`src/sv/mtg_pkg.sv`:
```
// shared types and constants for the mersenne twister generator
package mtg_pkg;

    localparam int STATE_WORDS  = 624;
    localparam int TWIST_OFFSET = 397;
    localparam int ADDR_W       = $clog2(STATE_WORDS);
    localparam int POS_W        = 10;

    localparam logic [ADDR_W-1:0] LAST_ADDR   = ADDR_W'(STATE_WORDS - 1);
    localparam logic [POS_W-1:0]  POS_FULL    = POS_W'(STATE_WORDS);
    localparam logic [POS_W-1:0]  POS_UNSEEDED = POS_W'(STATE_WORDS + 1);

    localparam logic [31:0] SEED_MULT    = 32'd69069;
    localparam logic [31:0] DEFAULT_SEED = 32'd4357;
    localparam logic [31:0] MATRIX_A     = 32'h9908b0df;
    localparam logic [31:0] TEMPER_B     = 32'h9d2c5680;
    localparam logic [31:0] TEMPER_C     = 32'hefc60000;

    localparam logic OP_GENERATE = 1'b0;
    localparam logic OP_SEED     = 1'b1;

    typedef enum logic [2:0] {
        ST_IDLE,
        ST_SEED,
        ST_TW_PRE,
        ST_TW_RD,
        ST_TW_WR,
        ST_GEN_RD,
        ST_GEN_OUT
    } mtg_state_t;

    typedef struct packed {
        logic seed_load;
        logic seed_default;
        logic seed_step;
        logic tw_start;
        logic tw_read;
        logic tw_write;
        logic gen_read;
        logic out_load;
    } mtg_cmd_t;

    typedef struct packed {
        logic cnt_last;
        logic pos_ge;
        logic pos_gt;
        logic out_busy;
    } mtg_status_t;

endpackage

```
`src/sv/mtg_ctrl.sv`:
```
// control state machine for seeding, twisting and word output
module mtg_ctrl (
    input  logic                clk,
    input  logic                rst_n,
    input  logic                in_valid,
    input  logic                in_op,
    output logic                in_ready,
    input  mtg_pkg::mtg_status_t st,
    output mtg_pkg::mtg_cmd_t    cmd
);
    import mtg_pkg::*;

    mtg_state_t state_reg, state_next;
    logic       gen_reg, gen_next;

    always_ff @(posedge clk or negedge rst_n)
    begin
        if (!rst_n)
        begin
            state_reg <= ST_IDLE;
            gen_reg   <= 1'b0;
        end
        else
        begin
            state_reg <= state_next;
            gen_reg   <= gen_next;
        end
    end

    always_comb
    begin
        state_next = state_reg;
        gen_next   = gen_reg;
        cmd        = '0;
        in_ready   = 1'b0;
        case (state_reg)
            ST_IDLE:
            begin
                in_ready = 1'b1;
                if (in_valid)
                begin
                    if (in_op == OP_SEED)
                    begin
                        cmd.seed_load = 1'b1;
                        gen_next      = 1'b0;
                        state_next    = ST_SEED;
                    end
                    else if (st.pos_gt)
                    begin
                        cmd.seed_load    = 1'b1;
                        cmd.seed_default = 1'b1;
                        gen_next         = 1'b1;
                        state_next       = ST_SEED;
                    end
                    else if (st.pos_ge)
                    begin
                        state_next = ST_TW_PRE;
                    end
                    else
                    begin
                        state_next = ST_GEN_RD;
                    end
                end
            end
            ST_SEED:
            begin
                cmd.seed_step = 1'b1;
                if (st.cnt_last)
                begin
                    state_next = gen_reg ? ST_TW_PRE : ST_IDLE;
                end
            end
            ST_TW_PRE:
            begin
                cmd.tw_start = 1'b1;
                state_next   = ST_TW_RD;
            end
            ST_TW_RD:
            begin
                cmd.tw_read = 1'b1;
                state_next  = ST_TW_WR;
            end
            ST_TW_WR:
            begin
                cmd.tw_write = 1'b1;
                state_next   = st.cnt_last ? ST_GEN_RD : ST_TW_RD;
            end
            ST_GEN_RD:
            begin
                cmd.gen_read = 1'b1;
                state_next   = ST_GEN_OUT;
            end
            ST_GEN_OUT:
            begin
                if (!st.out_busy)
                begin
                    cmd.out_load = 1'b1;
                    state_next   = ST_IDLE;
                end
            end
            default:
            begin
                state_next = ST_IDLE;
            end
        endcase
    end

endmodule

```
`config.mk`:
```
export PLATFORM = sky130hd
export DESIGN_NAME = mtg_ctrl
export DESIGN_NICKNAME = d
export VERILOG_FILES = /design/src/sv/mtg_pkg.sv /design/src/sv/mtg_ctrl.sv
export SDC_FILE = /design/constraint.sdc
export NUM_CORES = 1
export LEC_CHECK = 0
export ABC_AREA = 1
export BUFFER_PORTS_ARGS = -buffer_cell sky130_fd_sc_hd__clkbuf_2
export CAP_MARGIN = 20
export CORE_AREA = 2 2 39 41
export CTS_CLUSTER_SIZE = 20
export DETAILED_ROUTE_END_ITERATION = 7
export DIE_AREA = 0 0 41 43
export GPL_TIMING_DRIVEN = 0
export HOLD_SLACK_MARGIN = 0.06
export PLACE_DENSITY = 0.55
export RECOVER_POWER = 100
export SLEW_MARGIN = 20
export SYNTH_ARGS = -nofsm -noshare
export SYNTH_HDL_FRONTEND = slang
export SYNTH_SLANG_ARGS = --single-unit
```
`constraint.sdc`:
```
create_clock -name clk -period 1.6 [get_ports clk]
set_input_delay 0.48 -clock clk [delete_from_list [all_inputs] [get_ports clk]]
set_output_delay 0.48 -clock clk [all_outputs]
set_load 0.02 [all_outputs]
```
==> results of run 1 <==
[critical path: stages, from the launching register on]
cell	delay, ns
sky130_fd_sc_hd__dfrtp_1	0.36
sky130_fd_sc_hd__buf_6	0.13
sky130_fd_sc_hd__nor2_4	0.12
sky130_fd_sc_hd__nand2_4	0.08
sky130_fd_sc_hd__inv_4	0.08
sky130_fd_sc_hd__nand2_4	0.06
sky130_fd_sc_hd__nor2_4	0.11
sky130_fd_sc_hd__buf_8	0.11
[power by group]
part	leakage, nW	internal (mW)	switching, mW	total, mW
sequential	0.0486	0.143	0.0256	0.168
clock	0.0138	0.0837	0.0377	0.121
combinational	0.339	0.442	0.494	0.935
[cell type report]
type	count	area, um^2	area share
Inverter	12	55.05	0.07692
Tap cell	16	20.02	0.02797
Buffer	1	11.26	0.01573
Clock buffer	3	22.52	0.03147
Multi-Input combinational cell	45	272.8	0.3811
Timing Repair Buffer	27	231.5	0.3234
Sequential cell	4	102.6	0.1434
[routing by layer]
| metal | part of all wire | vias to the layer above | GRT usage |
|---|---|---|---|
| li1 | - | 258 | - |
| met1 | 0.39 | 218 | 0.1726 |
| met2 | 0.58 | 11 | 0.2125 |
| met3 | 0.030 | 0 | 0.01571 |
| met4 | 0 | 0 | 0.1000 |
| met5 | 0 | - | 0 |
[repair_timing]
action                                 CTS  global route
setup endpoints to repair                9             9
endpoints found under the hold margin    4             0
pin swaps                                2             4
gates resized for setup                 20            20
setup buffers                            7             3
hold buffers                             1             0
[cell usage in the layout, fill, tap and decap left out]
cell                            Yosys  routed
sky130_fd_sc_hd__inv_4              0       1
sky130_fd_sc_hd__clkbuf_4           0       3
sky130_fd_sc_hd__clkbuf_1           0       1
sky130_fd_sc_hd__nand2_2            2       1
sky130_fd_sc_hd__dfrtp_2            0       2
sky130_fd_sc_hd__nand2_4            0       2
sky130_fd_sc_hd__dfrtp_1            4       2
sky130_fd_sc_hd__nand2_1           19      18
sky130_fd_sc_hd__clkbuf_8           0       3
sky130_fd_sc_hd__o21ai_0            1       1
sky130_fd_sc_hd__inv_2              3       4
sky130_fd_sc_hd__nand3_1            3       3
sky130_fd_sc_hd__nor2_1             6       5
sky130_fd_sc_hd__nand3_4            0       1
sky130_fd_sc_hd__nand3b_1           1       1
sky130_fd_sc_hd__buf_8              0       2
sky130_fd_sc_hd__buf_6              1       4
sky130_fd_sc_hd__nor3_2             1       2
sky130_fd_sc_hd__inv_8              0       1
sky130_fd_sc_hd__dlygate4sd3_1      0       1
sky130_fd_sc_hd__nand4_1            2       2
sky130_fd_sc_hd__nor3_1             3       1
sky130_fd_sc_hd__clkbuf_2           0       6
sky130_fd_sc_hd__buf_4              0      11
sky130_fd_sc_hd__nand3_2            2       1
sky130_fd_sc_hd__nor2_4             1       3
sky130_fd_sc_hd__inv_1              9       6
sky130_fd_sc_hd__nor3_4             0       1
sky130_fd_sc_hd__o21ai_1            3       3
[logic make-up after synthesis]
| kind of cell | after synthesis | synth area share |
|---|---|---|
| simple gates | 41 | 0.5362 |
| buf+inv | 13 | 0.1480 |
| flops | 4 | 0.2632 |
| compound gates | 4 | 0.05261 |
[metrics by stage]
step / TNS [ns] / util / instance area, um^2
after global routing: -1.326 / 0.5172 / 715.7
after global placement: 0 / 0.3526 / 488.0
after detailed placement: 0 / 0.3526 / 488.0
final: -0.7580 / 0.5172 / 715.7
after CTS: -0.7002 / 0.4665 / 645.6
after floorplan: 0 / - / 387.9
[worst max-delay path by stage]
stage                       from      to  slack [ns]  cells after the start
CTS                 state_reg[0]  cmd[6]       -0.17                      7
global placement    state_reg[0]  cmd[6]        0.03                      7
finish              state_reg[0]  cmd[6]       -0.16                      7
floorplan           state_reg[0]  cmd[6]        0.03                      6
global route        state_reg[0]  cmd[6]       -0.23                      7
detailed placement  state_reg[0]  cmd[6]        0.02                      7
==> results.txt, run 1 <==
- The flow ran to the end, but the final reports show violations.
* Violated checks: negative setup slack
* Count of inserted antenna diode cells: 0
- Prior to clock tree synthesis, the placed netlist has a worst setup slack of 0.01648 ns.
- Beginning of the worst register-to-register path: state_reg[0]
- Dividing total power by cell area gives a power density of 1712 mW/mm^2.
- Each instance of the synthesized netlist takes up on average 6.135 um^2.
- Across the routed clock network, the largest skew measured is 0.002512 ns.
* Final layout net count: 102
- The later pin in the worst-skew pair is clocked with a latency of 0.23 ns.
- Netlist area before placement: 380.4 um^2
* Count of different cell masters after synthesis: 17
- For the worst flop-to-flop path, the logic depth is 9.
* I/O pin cnt: 17
* Vias in the first global route: 416
* Kind of start point of the critical path: flip-flop
- The routed layout has 487 vias.
* Pwr Total: 1.225 mW
- Synthesized instance count: 62
- Total grt overflow: 0
- Along the worst path, the maximum fanout reaches 5.
- Share of the synthesized area in the top cell type: 0.2632
* Leading register cell type out of synthesis: sky130_fd_sc_hd__dfrtp_1
- Cell types occupying the most area after synthesis: sky130_fd_sc_hd__dfrtp_1, sky130_fd_sc_hd__nand2_1, sky130_fd_sc_hd__inv_1
- RSZ-0062 raised after global routing: true
* Overall die height: 43 um
- Via/cell ratio: 4.509
- Final hold violation count: 0
* Leading area contributor after synthesis: sky130_fd_sc_hd__dfrtp_1
* Syn nets: 70
- Final setup violation count: 8
- In this run the remaining antenna-violating nets after routing total 0.
* Pin count of the biggest net entering global routing: 8
- Max-cap violations in this run came to 0.
* Die Outline Area: 0.001763 mm^2
* Final period utilization: 1.101
- In this run the critical register-to-register path is captured at state_reg[0].
* Count of port buffers added during placement: 16
- The register with the most flip-flops in the layout has 3 of them.
* Final worst-path setup slack: -0.1620 ns
* RD Place Congestion: 0.7074
- Remaining DRCs: 0
- Final hold analysis gives a worst-case slack of 0.4913 ns.
* Initial core utilization: 0.2749
- For this run, the top clock speed supported by timing is 567.5 MHz.
* X dimension of the die: 41 um
- The critical path is of the flip-flop to output port type.
- The worst setup path is captured at an output port.
- Clock root buffer master: sky130_fd_sc_hd__clkbuf_4
* Proportion of register bits with asynchronous set or reset after synthesis: 1.000
- Number of antenna violations at the first check in global routing: 0
- The routed design could run at a clock period as short as 1.762 ns.
- Top cell types by occurrence after synthesis: sky130_fd_sc_hd__nand2_1, sky130_fd_sc_hd__inv_1, sky130_fd_sc_hd__nor2_1, sky130_fd_sc_hd__dfrtp_1
* Min-Delay Path Class: input pin to flip-flop
- WL/cell: 10.34 um
- The first global-routing pass estimated 1.642 mm of wire.
- Non-Filler Instances: 108
- Data arrival, critical path: 1.28 ns
- Yosys instantiated no cell more often than sky130_fd_sc_hd__nand2_1.
- Final Max Tran Viols: 0
- Clk sink count: 4
- In the final layout, the share of cells above drive strength 1 is 0.5217.
- The clock passes through at most 2 buffers.
- Drt first pass iters: 4
- Post-synthesis sequential area ratio: 0.2632
- Iteration-0 DRC Markers: 2
* Clock tree from TritonCTS: built
- Endpoint of the worst hold-timing path: state_reg[0]
- TritonCTS created 3 clock buffers.
* Max-slew headroom at the worst pin: 0.8346
- H-tree lvl count: 1
- Post-CTS clock slew at the launch and capture registers of the worst setup and hold paths: 0.03 ns
- Counting tap cells, the placed design contains a total of 94 instances.
- Worst IR drop on VDD: 753.0 uV
- FF-to-FF setup slack: 0.21 ns
* Area growth syn-to-layout: 88.16%
* Synth Register Bits: 4
* Launch instance of the worst min-delay path: st[3]
* Core ar.: 0.001384 mm^2
- Once detailed placement completed, the half-perimeter wirelength came to 712.3 um.
- STA puts the critical path data required time at 1.12 ns.
- Synth warn: 0
- Number of enable-type register cells in the synthesized netlist: 0
* Cell leakage power: 0.4011 nW
- The floorplan has 14 rows.
- Worst slew pin tran: 0.2472 ns
* Min-Delay Path Depth: 2
- Wires add up to 1.117 mm.
- Across every metal layer, demand over resource in global routing totals 0.1401.
- After filler insertion, the fill cell instance count of the layout stands at 152.
Power figures use the tool's default switching activity.
==> inputs of run 2 (changes only) <==
--- a/config.mk
+++ b/config.mk
@@ -7,15 +7,15 @@
 export LEC_CHECK = 0
 export ABC_AREA = 1
 export BUFFER_PORTS_ARGS = -buffer_cell sky130_fd_sc_hd__clkbuf_2
-export CAP_MARGIN = 20
 export CORE_AREA = 2 2 39 41
 export CTS_CLUSTER_SIZE = 20
 export DETAILED_ROUTE_END_ITERATION = 7
 export DIE_AREA = 0 0 41 43
 export GPL_TIMING_DRIVEN = 0
 export HOLD_SLACK_MARGIN = 0.06
-export PLACE_DENSITY = 0.55
+export PLACE_DENSITY = 0.57
 export RECOVER_POWER = 100
+export REMOVE_ABC_BUFFERS = 1
 export SLEW_MARGIN = 20
 export SYNTH_ARGS = -nofsm -noshare
 export SYNTH_HDL_FRONTEND = slang
==> results.txt, run 2 (synthesis gave the netlist of run 1 again) <==
- The detailed router placed 442 vias in this run.
- For the pin with the worst max-slew slack, the measured transition is 0.2451 ns.
- Most frequent standard cell in the layout excluding fill and tap cells: sky130_fd_sc_hd__nand2_1
* Outcome: finished with violations
- Die Outline Area: 0.001763 mm^2
- In the routed design, unresolved DRC markers number 0.
- Setup violations remaining at the end of the flow were counted as 6.
- Drt first pass iters: 4
- For this run, the total global-route usage over all layers was measured as 0.1433.
- Cell leakage power: 0.3605 nW
- Shortest period the worst path allows: 1.699 ns
- For the worst setup path, the data required time is 1.12 ns.
- Fraction of layout instances using a drive strength above 1: 0.4483
- Summed over all failing endpoints, the final setup total negative slack is -0.3590 ns.
* Final layout net count: 97
* Total wire length after detailed routing: 946 um
- Number of buffer and inverter stages on the critical path: 2
- Worst-path fanout max: 3
* Core ar.: 0.001384 mm^2
- Dividing total power by cell area gives a power density of 1679 mW/mm^2.
- The layout has 159 filler cells.
- Clock root buffer master: sky130_fd_sc_hd__clkbuf_4
- For the worst setup path, the data arrival time is 1.22 ns.
* Total grt overflow: 0
- Vias in the first global route: 411
- The top cell types in the final layout, fill and taps aside, are sky130_fd_sc_hd__nand2_1, sky130_fd_sc_hd__inv_1, sky130_fd_sc_hd__clkbuf_2, sky130_fd_sc_hd__buf_4, sky130_fd_sc_hd__nor2_1.
- The first global-routing pass estimated 1.683 mm of wire.
- Number of buffers on the longest clock path: 2
- Via/cell ratio: 4.291
- Area growth syn-to-layout: 60.53%
- Dividing the detail-routed wire length by the instance count gives 9.184 um.
* Beginning of the worst register-to-register path: state_reg[0]
- The final number of max-transition violations is 0.
- The total count of hold-check failures in the final report was 0.
* Initial core utilization: 0.2749
- On the worst path, the slowest cell contributes a delay of 0.43 ns.
- Worst setup path class: flip-flop to output port
- Violated checks: negative setup slack
- The clock net in this run drives a total of 4 sinks.
- The floorplan has 14 rows.
- Layout Utilization: 0.4412
- Overall die height: 43 um
- Clock tree from TritonCTS: built
- In this run, the number of DRC markers left after iteration 0 of detailed routing was 5.
- Setup repair after global routing could not meet its margin everywhere.
* Setup crit end kind: output port
- Critical Path, Cell by Cell: nor2_4 -> nand2_4 -> inv_4 -> nand2_2 -> nor2_1 -> buf_4
* Cell with the largest stage delay on the worst path: sky130_fd_sc_hd__dfrtp_2
* RD Place Congestion: 0.7704
- Number of maximum-capacitance constraint violations: 0
- Final period utilization: 1.062
* Setup crit start: state_reg[0]
- The worst setup path is launched from a flip-flop.
- Remaining antenna violation count after routing: 0
* Largest register FFs: 3
- CTS Buf Count: 3
- Clock-pin slew was measured on the worst setup and hold paths at 0.04 ns.
* Number of antenna violations at the first check in global routing: 0
- Storage cell area: 103.9 um^2
- Final HPWL from detailed placement: 698.3 um
- H-tree lvl count: 1
* Clk Latency, worst-skew pair: 0.23 ns
- Pin placement for this block handled 17 I/O pins.
- Entering global routing, the biggest net connects 9 pins.
- F_max: 588.5 MHz
* Count of inserted antenna diode cells: 0
- Min-Delay Path Class: input pin to flip-flop
* Worst IR drop on VDD: 698.9 uV
- Max-slew headroom at the worst pin: 0.8360
* Skew final: 0.001173 ns
- Summing internal, switching and leakage power gives 1.025 mW.
- On the critical path the largest part of the delay comes from flip-flops.
- After layout, the worst setup slack is -0.09933 ns.
* Count of port buffers added during placement: 16
* Launch instance of the worst min-delay path: st[3]
- In this run the horizontal extent of the chip is 41 um.
* Area of the multi-input gates: 250.2 um^2
## run 2: changes by cell type in the layout (fill, tap and decap cells not counted), moves of 2 or more
cell / previous run / this run
sky130_fd_sc_hd__buf_4: 11 / 9
sky130_fd_sc_hd__buf_6: 4 / 1
sky130_fd_sc_hd__clkbuf_2: 6 / 9
sky130_fd_sc_hd__clkbuf_8: 3 / 1
sky130_fd_sc_hd__inv_1: 6 / 9
sky130_fd_sc_hd__inv_2: 4 / 2
## run 2: through the flow
stage	area [um^2]	hold WS [ns]	instances	setup slack (ns)
floorplan	369.1	0.1844	61	-0.04708
global placement	469.2	0.2883	93	-0.005125
detailed placement	469.2	0.2895	93	0.0005540
CTS	590.6	0.4818	103	-0.1210
global route	610.6	0.4972	103	-0.1807
finish	610.6	0.4851	103	-0.09933
## run 2: metal layers
metal	vias to the layer above	GRT usage	wire length, um
met3	2	0.06283	60
li1	242	-	-
met2	18	0.2000	417
met5	-	0	0
met4	0	0.06000	13
met1	180	0.1863	455
## run 2: layout make-up
type / instances / share of cell area
clock buffers: 3 / 0.03689
inverters: 12 / 0.07787
multi-input cells: 45 / 0.4098
flip-flops and latches: 4 / 0.1701
well taps: 16 / 0.03279
repair buffers: 23 / 0.2725
## run 2: path summary, 6_finish.rpt
path	endpoint	slack [ns]	depth (start not counted)
max	cmd[6]	-0.1	6
min	state_reg[0]	0.49	2
max reg2reg	state_reg[2]	0.35	7
min reg2reg	gen_reg	0.52	2
max in group asynchronous	state_reg[2]	0.79	2
min in group asynchronous	state_reg[1]	0.61	2
## run 2: what timing repair did
| item | in CTS | in global routing |
|---|---|---|
| gates resized for setup | 13 | 10 |
| setup endpoints to repair | 9 | 9 |
| setup buffers | 6 | 0 |
| hold endpoints to repair | 4 | 0 |
| pin swaps | 1 | 1 |
| hold buffers | 1 | 0 |
## run 2: worst register-to-register path: cells and delay by family (launching register included)
| family | cells | cell delay, ns |
|---|---|---|
| and+or+nand+nor | 6 | 0.52 |
| DFF | 1 | 0.43 |
| buffers and inverters | 1 | 0.17 |
## run 2: power by group
part           leakage [nW]  internal (mW)  switching (mW)  total, mW
combinational         0.299          0.311           0.403      0.714
sequential           0.0475          0.146          0.0430      0.188
clock                0.0138         0.0837          0.0388      0.123
total                 0.360          0.540           0.485       1.03
